$ cat config.mk
export PLATFORM = sky130hd
export DESIGN_NAME = vpnv4_nlri_key_decoder
export DESIGN_NICKNAME = d
export VERILOG_FILES = /design/src/rtl/core/vnkd_pkg.sv /design/src/rtl/core/vnkd_in_stage.sv /design/src/rtl/core/vnkd_field_accum.sv /design/src/rtl/core/vnkd_result.sv /design/src/rtl/core/vpnv4_nlri_key_decoder.sv
export SDC_FILE = /design/constraint.sdc
export NUM_CORES = 1
export LEC_CHECK = 0
export BUFFER_PORTS_ARGS = -buffer_cell sky130_fd_sc_hd__buf_2
export CORE_MARGIN = 10
export CORE_UTILIZATION = 30
export CTS_CLUSTER_DIAMETER = 50
export DETAILED_ROUTE_END_ITERATION = 12
export PLACE_DENSITY_LB_ADDON = 0.05
export SYNTH_ARGS = -nofsm -noshare
export SYNTH_HDL_FRONTEND = slang
export SYNTH_SLANG_ARGS = --single-unit
$ cat constraint.sdc
create_clock -name clk -period 3.8 [get_ports clk]
set_input_delay 0.38 -clock clk [delete_from_list [all_inputs] [get_ports clk]]
set_output_delay 0.38 -clock clk [all_outputs]
set_load 0.05 [all_outputs]
$ cat src/rtl/core/vnkd_pkg.sv
`timescale 1ns / 1ps
`default_nettype none

package vnkd_pkg;

  // Result status codes.
  localparam logic [2:0] STATUS_OK        = 3'd0;
  localparam logic [2:0] STATUS_SHORT     = 3'd1;
  localparam logic [2:0] STATUS_BAD_TYPE  = 3'd2;
  localparam logic [2:0] STATUS_LEN_OVER  = 3'd3;
  localparam logic [2:0] STATUS_TRUNCATED = 3'd4;

  // Route distinguisher types.
  localparam logic [15:0] RD_TYPE_0 = 16'h0000;
  localparam logic [15:0] RD_TYPE_1 = 16'h0001;
  localparam logic [15:0] RD_TYPE_2 = 16'h0002;

  // Byte positions within the key.
  localparam logic [4:0] IDX_ADMIN    = 5'd2;
  localparam logic [4:0] IDX_ASSIGNED = 5'd6;
  localparam logic [4:0] IDX_LENGTH   = 5'd8;
  localparam logic [4:0] IDX_MAX      = 5'd31;

  localparam logic [6:0] MIN_KEY_BYTES  = 7'd9;
  localparam logic [6:0] LABEL_END      = 7'd12;
  localparam logic [7:0] MAX_PREFIX_LEN = 8'd32;

  typedef struct packed {
    logic [7:0] data;
    logic       last;
  } in_item_t;

  typedef struct packed {
    logic [4:0]  count;
    logic [15:0] rd_type;
    logic [31:0] admin;
    logic [15:0] assigned;
    logic [7:0]  length;
    logic [31:0] prefix;
    logic [23:0] label;
  } key_fields_t;

  // Number of prefix bytes carried for a given length byte.
  function automatic logic [5:0] prefix_byte_count(input logic [7:0] len);
    logic [8:0] sum;
    begin
      sum = {1'b0, len} + 9'd7;
      prefix_byte_count = sum[8:3];
    end
  endfunction

endpackage

`default_nettype wire

$ cat src/rtl/core/vnkd_in_stage.sv
`timescale 1ns / 1ps
`default_nettype none

module vnkd_in_stage (
  input  wire logic              clk,
  input  wire logic              rst_n,
  input  wire logic              in_valid,
  input  wire logic [7:0]        in_byte,
  input  wire logic              in_last_byte,
  output logic                   in_stall,
  input  wire logic              advance,
  output logic                   item_valid,
  output vnkd_pkg::in_item_t     item
);

  logic               valid_r;
  logic               valid_nxt;
  vnkd_pkg::in_item_t item_r;
  logic               accept;

  assign in_stall = valid_r & ~advance;
  assign accept   = in_valid & ~in_stall;

  always_comb begin
    if (accept) begin
      valid_nxt = 1'b1;
    end else if (advance) begin
      valid_nxt = 1'b0;
    end else begin
      valid_nxt = valid_r;
    end
  end

  always_ff @(posedge clk) begin
    if (!rst_n) begin
      valid_r <= 1'b0;
    end else begin
      valid_r <= valid_nxt;
    end
  end

  always_ff @(posedge clk) begin
    if (accept) begin
      item_r.data <= in_byte;
      item_r.last <= in_last_byte;
    end
  end

  assign item_valid = valid_r;
  assign item       = item_r;

endmodule

`default_nettype wire

$ cat src/rtl/core/vnkd_field_accum.sv
`timescale 1ns / 1ps
`default_nettype none

module vnkd_field_accum (
  input  wire logic              clk,
  input  wire logic              rst_n,
  input  wire logic              step,
  input  wire vnkd_pkg::in_item_t item,
  output vnkd_pkg::key_fields_t  fields_nxt
);

  vnkd_pkg::key_fields_t fields_r;
  logic [5:0]            nb;
  logic [6:0]            idx_w;
  logic [6:0]            prefix_end;
  logic [6:0]            label_end;

  assign nb         = vnkd_pkg::prefix_byte_count(fields_r.length);
  assign idx_w      = {2'b00, fields_r.count};
  assign prefix_end = vnkd_pkg::MIN_KEY_BYTES + {1'b0, nb};
  assign label_end  = vnkd_pkg::LABEL_END + {1'b0, nb};

  // Each byte lands in at most one field, chosen by its position in the key.
  always_comb begin
    fields_nxt = fields_r;
    if (fields_r.count < vnkd_pkg::IDX_ADMIN) begin
      fields_nxt.rd_type = {fields_r.rd_type[7:0], item.data};
    end else if (fields_r.count < vnkd_pkg::IDX_ASSIGNED) begin
      fields_nxt.admin = {fields_r.admin[23:0], item.data};
    end else if (fields_r.count < vnkd_pkg::IDX_LENGTH) begin
      fields_nxt.assigned = {fields_r.assigned[7:0], item.data};
    end else if (fields_r.count == vnkd_pkg::IDX_LENGTH) begin
      fields_nxt.length = item.data;
    end else if (idx_w < prefix_end) begin
      fields_nxt.prefix = {fields_r.prefix[23:0], item.data};
    end else if (idx_w < label_end) begin
      fields_nxt.label = {fields_r.label[15:0], item.data};
    end
    if (fields_r.count != vnkd_pkg::IDX_MAX) begin
      fields_nxt.count = fields_r.count + 5'd1;
    end
  end

  // The state clears after the final byte so the next key starts fresh.
  always_ff @(posedge clk) begin
    if (!rst_n) begin
      fields_r <= '0;
    end else if (step) begin
      if (item.last) begin
        fields_r <= '0;
      end else begin
        fields_r <= fields_nxt;
      end
    end
  end

endmodule

`default_nettype wire

$ cat src/rtl/core/vnkd_result.sv
`timescale 1ns / 1ps
`default_nettype none

module vnkd_result (
  input  wire logic              clk,
  input  wire logic              rst_n,
  input  wire logic              load,
  input  wire vnkd_pkg::key_fields_t fields,
  output logic                   ready,
  output logic                   out_valid,
  input  wire logic              out_stall,
  output logic [2:0]             out_status,
  output logic [15:0]            out_rd_type,
  output logic [31:0]            out_rd_admin,
  output logic [15:0]            out_rd_assigned,
  output logic [7:0]             out_prefix_length,
  output logic [31:0]            out_prefix_addr,
  output logic                   out_label_valid,
  output logic [19:0]            out_mpls_label
);

  logic        valid_r;
  logic        valid_nxt;
  logic [2:0]  status_nxt;
  logic [15:0] rd_type_nxt;
  logic [31:0] admin_nxt;
  logic [15:0] assigned_nxt;
  logic [7:0]  length_nxt;
  logic [31:0] prefix_nxt;
  logic        lvalid_nxt;
  logic [19:0] label_nxt;
  logic [2:0]  status_r;
  logic [15:0] rd_type_r;
  logic [31:0] admin_r;
  logic [15:0] assigned_r;
  logic [7:0]  length_r;
  logic [31:0] prefix_r;
  logic        lvalid_r;
  logic [19:0] label_r;
  logic [5:0]  nb;
  logic [6:0]  n_w;

  assign nb  = vnkd_pkg::prefix_byte_count(fields.length);
  assign n_w = {2'b00, fields.count};

  always_comb begin
    status_nxt   = vnkd_pkg::STATUS_OK;
    rd_type_nxt  = '0;
    admin_nxt    = '0;
    assigned_nxt = '0;
    length_nxt   = '0;
    prefix_nxt   = '0;
    lvalid_nxt   = 1'b0;
    label_nxt    = '0;
    if (n_w < vnkd_pkg::MIN_KEY_BYTES) begin
      status_nxt = vnkd_pkg::STATUS_SHORT;
    end else if (fields.rd_type != vnkd_pkg::RD_TYPE_0 &&
                 fields.rd_type != vnkd_pkg::RD_TYPE_1 &&
                 fields.rd_type != vnkd_pkg::RD_TYPE_2) begin
      status_nxt  = vnkd_pkg::STATUS_BAD_TYPE;
      rd_type_nxt = fields.rd_type;
    end else begin
      rd_type_nxt = fields.rd_type;
      // A type-0 distinguisher reports only the two bytes after the type.
      if (fields.rd_type == vnkd_pkg::RD_TYPE_0) begin
        admin_nxt = {16'h0000, fields.admin[31:16]};
      end else begin
        admin_nxt = fields.admin;
      end
      assigned_nxt = fields.assigned;
      length_nxt   = fields.length;
      if (fields.length > vnkd_pkg::MAX_PREFIX_LEN) begin
        status_nxt = vnkd_pkg::STATUS_LEN_OVER;
      end else if (n_w < vnkd_pkg::MIN_KEY_BYTES + {1'b0, nb}) begin
        status_nxt = vnkd_pkg::STATUS_TRUNCATED;
      end else begin
        case (nb)
          6'd1:    prefix_nxt = {fields.prefix[7:0], 24'h000000};
          6'd2:    prefix_nxt = {fields.prefix[15:0], 16'h0000};
          6'd3:    prefix_nxt = {fields.prefix[23:0], 8'h00};
          6'd4:    prefix_nxt = fields.prefix;
          default: prefix_nxt = '0;
        endcase
        lvalid_nxt = (n_w >= vnkd_pkg::LABEL_END + {1'b0, nb});
        if (lvalid_nxt) begin
          label_nxt = fields.label[23:4];
        end
      end
    end
  end

  assign ready = ~valid_r | ~out_stall;

  always_comb begin
    if (load) begin
      valid_nxt = 1'b1;
    end else if (out_stall) begin
      valid_nxt = valid_r;
    end else begin
      valid_nxt = 1'b0;
    end
  end

  always_ff @(posedge clk) begin
    if (!rst_n) begin
      valid_r <= 1'b0;
    end else begin
      valid_r <= valid_nxt;
    end
  end

  always_ff @(posedge clk) begin
    if (load) begin
      status_r   <= status_nxt;
      rd_type_r  <= rd_type_nxt;
      admin_r    <= admin_nxt;
      assigned_r <= assigned_nxt;
      length_r   <= length_nxt;
      prefix_r   <= prefix_nxt;
      lvalid_r   <= lvalid_nxt;
      label_r    <= label_nxt;
    end
  end

  assign out_valid         = valid_r;
  assign out_status        = status_r;
  assign out_rd_type       = rd_type_r;
  assign out_rd_admin      = admin_r;
  assign out_rd_assigned   = assigned_r;
  assign out_prefix_length = length_r;
  assign out_prefix_addr   = prefix_r;
  assign out_label_valid   = lvalid_r;
  assign out_mpls_label    = label_r;

endmodule

`default_nettype wire

$ cat src/rtl/core/vpnv4_nlri_key_decoder.sv
// VPNv4 NLRI key decoder.
// Input channel (in_valid / in_stall): one byte of the key per transaction in
// in_byte, with in_last_byte high on the final byte of a key. The key is an
// 8-byte route distinguisher, a prefix-length byte, the prefix bytes and an
// optional 3-byte label; bytes after the label are ignored.
// Result channel (out_valid / out_stall): one transaction per key, produced
// by its last byte, carrying the status and the decoded fields.
// Throughput is one byte per cycle while in_stall is low. A byte passes an
// input register and the field accumulators; the last byte of a key goes from
// the input register into the result register, which drives the outputs.
// When the receiver stalls, the result register holds its transaction. Bytes
// that are not the last of a key keep flowing; a last byte waits in the input
// register until the result register is free, and in_stall stays high toward
// the sender while it waits.
// Reset (rst_n low at a clock edge) empties both registers and clears the
// accumulators, so the first byte after reset starts a new key.
`timescale 1ns / 1ps
`default_nettype none

module vpnv4_nlri_key_decoder (
  input  wire logic        clk,
  input  wire logic        rst_n,
  input  wire logic        in_valid,
  output logic             in_stall,
  input  wire logic [7:0]  in_byte,
  input  wire logic        in_last_byte,
  output logic             out_valid,
  input  wire logic        out_stall,
  output logic [2:0]       out_status,
  output logic [15:0]      out_rd_type,
  output logic [31:0]      out_rd_admin,
  output logic [15:0]      out_rd_assigned,
  output logic [7:0]       out_prefix_length,
  output logic [31:0]      out_prefix_addr,
  output logic             out_label_valid,
  output logic [19:0]      out_mpls_label
);

  vnkd_pkg::in_item_t    item;
  vnkd_pkg::key_fields_t fields_nxt;
  logic                  item_valid;
  logic                  advance;
  logic                  step;
  logic                  res_ready;

  // Only a final byte needs room in the result register.
  assign advance = ~item.last | res_ready;
  assign step    = item_valid & advance;

  vnkd_in_stage u_in_stage (
    .clk          (clk),
    .rst_n        (rst_n),
    .in_valid     (in_valid),
    .in_byte      (in_byte),
    .in_last_byte (in_last_byte),
    .in_stall     (in_stall),
    .advance      (advance),
    .item_valid   (item_valid),
    .item         (item)
  );

  vnkd_field_accum u_accum (
    .clk        (clk),
    .rst_n      (rst_n),
    .step       (step),
    .item       (item),
    .fields_nxt (fields_nxt)
  );

  vnkd_result u_result (
    .clk               (clk),
    .rst_n             (rst_n),
    .load              (step & item.last),
    .fields            (fields_nxt),
    .ready             (res_ready),
    .out_valid         (out_valid),
    .out_stall         (out_stall),
    .out_status        (out_status),
    .out_rd_type       (out_rd_type),
    .out_rd_admin      (out_rd_admin),
    .out_rd_assigned   (out_rd_assigned),
    .out_prefix_length (out_prefix_length),
    .out_prefix_addr   (out_prefix_addr),
    .out_label_valid   (out_label_valid),
    .out_mpls_label    (out_mpls_label)
  );

endmodule

`default_nettype wire

==> results by group <==
Route
  • # DRC: 0
  • Met3 wire len: 2210 microns
  • Top Metal Used: met4
  • Vias: 9,871
  • Antenna-violating nets left: 0
  • Starting DRT DRC Count: 812
  • Drt pass-1 iters: 5
  • Drt wl/cell: 21.7 microns
  • Met1 wire length: ~20,000 microns
  • DRT Wirelength: 41,800 microns
  • Routed wire length on met2: 19,200 microns
  • Via density: 5.12

Logic synthesis
  • Syn_nets: between 1,000 and 1,500
  • Synth cell types: 64
  • Flops & latches, synth: 272
  • Total number of yosys warnings: 0
  • Synth Flop Type: edfxtp_1
  • Post-synth ARST share: 0%
  • Seq/Total Area, Yosys: 54.7%
  • Mapped cell area: 12,500 sq um
  • Mapped Cells: 1,157
  • Mean Syn Cell Area: about 11 sq um
  • Post-synth EDFFs: approximately 140

Clock tree
  • Worst-path clk slew: approximately 50 ps
  • Clock Tree Buf Depth: 3
  • # H-tree levels: 2
  • Total CTS buffers: 38
  • Worst skew pair latency: 550 ps
  • CTS tree: built
  • CTS Root Cell: clkbuf_16
  • Sink Count: 272

Setup path
  • Type of element launching the critical path: flip-flop
  • Crit path required time: between 4000 and 5000 ps
  • Crit end category: flip-flop
  • CP Class: reg -> reg
  • Critical path arrival: roughly 4200 ps
  • Worst-path fanout max: 8

Die
  • Die Y: 224 microns
  • Die area: 50,100 sq um
  • Row count: 74
  • Core Region: a little over 40,000 sq um
  • Initial Util: a little under a third
  • Io pins: 143
  • Width of the die: between 200 and 250 microns

Cells and area
  • Nets@finish: between 1,000 and 1,500
  • Synth-to-Final Area Change: 30.3%
  • Fin area: 16,200 sq um
  • Commonest non-fill, non-tap cell in the layout: buf_2
  • Commonest cells after routing, fill and taps aside: buf_2 (142), edfxtp_1 (137), nand2_1 (135)
  • Layout cells sized above 1: a little under a third
  • Diodes inserted: 0
  • Final std cells w/o fill: 1,929
  • Core Util, Final: between 30% and 40%

STA
  • FMAX: between 0.2 and 0.3 GHz
  • Final WS setup: -98.7 ps
  • Worst clock skew: 19.7 ps
  • Final Hold Viols: 0
  • Actual slew at the worst max-slew pin: 1220 ps
  • Worst Hold Slack: 33.5 ps
  • Minimum clock period after layout: 3900 ps
  • Slew Limit Fails: 0
  • Setup TNS Final: -288 ps
  • # setup viols final: 9
  • Final period util: 103%
  • Relative slew slack: 18.0%
  • RSZ-0062 raised after global routing: yes

Run
  • Maxcap violations: 0

Run status
  • Outcome: complete, but fails checks
  • Failing checks: negative setup slack

Placed design
  • Cell Area, Placed: 14,200 sq um
  • Placer Congestion: 0.817
  • PortBufs: 142
  • Cell Count Post-Placement: 1,834
  • Dpl hpwl: 27,800 microns

Power
  • Worst IR Drop VDD: 0.223 mV
  • Leak pwr: 5.70 nW
  • Power Dens Cells: 428 nW/um^2

GRT
  • Global-route wire length before repair: 62,700 microns
  • Initial antenna violation count: 0
  • Global route total overflow: 0
  • Largest net degree at the start of global routing: 53
  • Vias in the first global route: 9,837
  • GR Util All Layers: 16.0%

Min path
  • HP Class: in -> reg
[critical path, stage by stage, from the launching register on]
cell      delay (ps)
dfxtp_2          330
o31a_1           390
nand3_2          140
xor2_2           170
ha_2             210
nand3_2           70
nor2_1           100
a21oi_1           50
xnor2_1          130
ha_1             310
a211o_1          290
o211ai_1         180
buf_4            160
and2_4           180
mux2_4           370
a222oi_1         430
a21oi_2          100
[logic make-up after synthesis]
kind of cell	after synthesis	synth area share (%)
xor+xnor	14	0.985
buf+inv	104	3.67
compound gates	312	18.3
mux	59	5.08
fa+ha+maj	26	2.59
flops	272	54.7
simple gates	370	14.7
[area by class of cell]
class | count | area (sq um)
clock buffer | 59 | 1150
clock inverter | 10 | 93.8
fill | 4059 | 24700
inverter | 12 | 48.8
multi-input combinational | 782 | 5570
sequential | 272 | 6820
tap | 532 | 666
timing repair buffer | 262 | 1870
[metrics by stage]
| step | total power [mW] | setup slack (ps) |
|---|---|---|
| finish | 6.95 | -98.7 |
| floorplan | 3.35 | 10.3 |
| global route | 7.18 | -220 |
| global placement | 3.48 | -102 |
| detailed placement | 3.47 | -150 |
| CTS | 7.05 | 0.447 |
[registers in the layout (all words and copies together), names as in the netlist]
signal / flops
u_accum.fields_r: 133
u_result.out_prefix_addr: 32
u_result.out_rd_admin: 32
u_result.out_mpls_label: 20
u_result.out_rd_assigned: 16
u_result.out_rd_type: 16
u_in_stage.item: 9
u_result.out_prefix_length: 8
u_result.out_status: 3
u_in_stage.item_valid: 1
u_result.out_label_valid: 1
u_result.out_valid: 1
[where the power goes]
group / switching, mW / internal [mW]
logic: 0.226 / 0.0714
clock network: 1.37 / 2.17
registers: 0.0189 / 3.10
[cells in the mapped netlist, types with 2 or more instances]
library cell / instances / area [sq um]
o21ai_0: 11 / 55.1
nand3_1: 8 / 40.0
nor2_1: 61 / 229
clkbuf_1: 69 / 259
nand2b_1: 3 / 18.8
edfxtp_1: 137 / 4110
and3_1: 10 / 62.6
buf_6: 5 / 56.3
nand2_1: 138 / 518
and2_1: 11 / 68.8
buf_1: 3 / 11.3
dfxtp_1: 135 / 2700
xnor2_1: 7 / 61.3
mux2i_1: 43 / 430
a22oi_1: 121 / 908
o31a_1: 3 / 26.3
a32oi_1: 9 / 78.8
a222oi_1: 11 / 110
inv_1: 12 / 45.0
mux2_4: 3 / 45.0
ha_1: 25 / 313
a21oi_1: 86 / 430
mux2_2: 12 / 135
buf_4: 4 / 30.0
a21o_1: 2 / 15.0
a32o_1: 24 / 240
o211ai_1: 2 / 15.0
o21ai_1: 6 / 30.0
xor2_1: 7 / 61.3
o21a_1: 5 / 37.5
or2_2: 2 / 12.5
nor3_1: 8 / 40.0
a31oi_1: 3 / 18.8
nor2b_1: 117 / 732
a21oi_2: 9 / 78.8
a21boi_0: 2 / 15.0
a211oi_1: 2 / 15.0
nor4_1: 5 / 31.3
nand4_1: 2 / 12.5
buf_2: 10 / 50.1
[per-layer routing]
layer  track usage, %  up-vias
met4             5.06        0
met1             21.7     4879
li1                 -     4689
met2             25.4      252
met3             2.72       51
met5                0        -
[final timing paths]
| kind | end | slack (ps) | depth (start not counted) | startpoint |
|---|---|---|---|---|
| max | u_result.out_prefix_addr[27]$_SDFFCE_PP0P_ | -100 | 16 | u_accum.fields_r[56]$_SDFFE_PN0P_ |
| min | u_in_stage.item[2]$_DFFE_PP_ | 30 | 1 | in_byte[1] |
| max reg2reg | u_result.out_prefix_addr[27]$_SDFFCE_PP0P_ | -100 | 16 | u_accum.fields_r[56]$_SDFFE_PN0P_ |
| min reg2reg | u_accum.fields_r[18]$_SDFFE_PN0P_ | 510 | 1 | u_accum.fields_r[18]$_SDFFE_PN0P_ |
[repair_timing]
| item | CTS | global route |
|---|---|---|
| endpoints found under the setup margin | 68 | 77 |
| resized for setup | 14 | 95 |
| pin swaps | 9 | 51 |
| buffers inserted | 4 | 11 |
| cloned | 1 | 8 |
| hold buffers | 2 | 0 |
| hold endpoints to repair | 2 | 0 |
(Power assumes the default switching activity.)
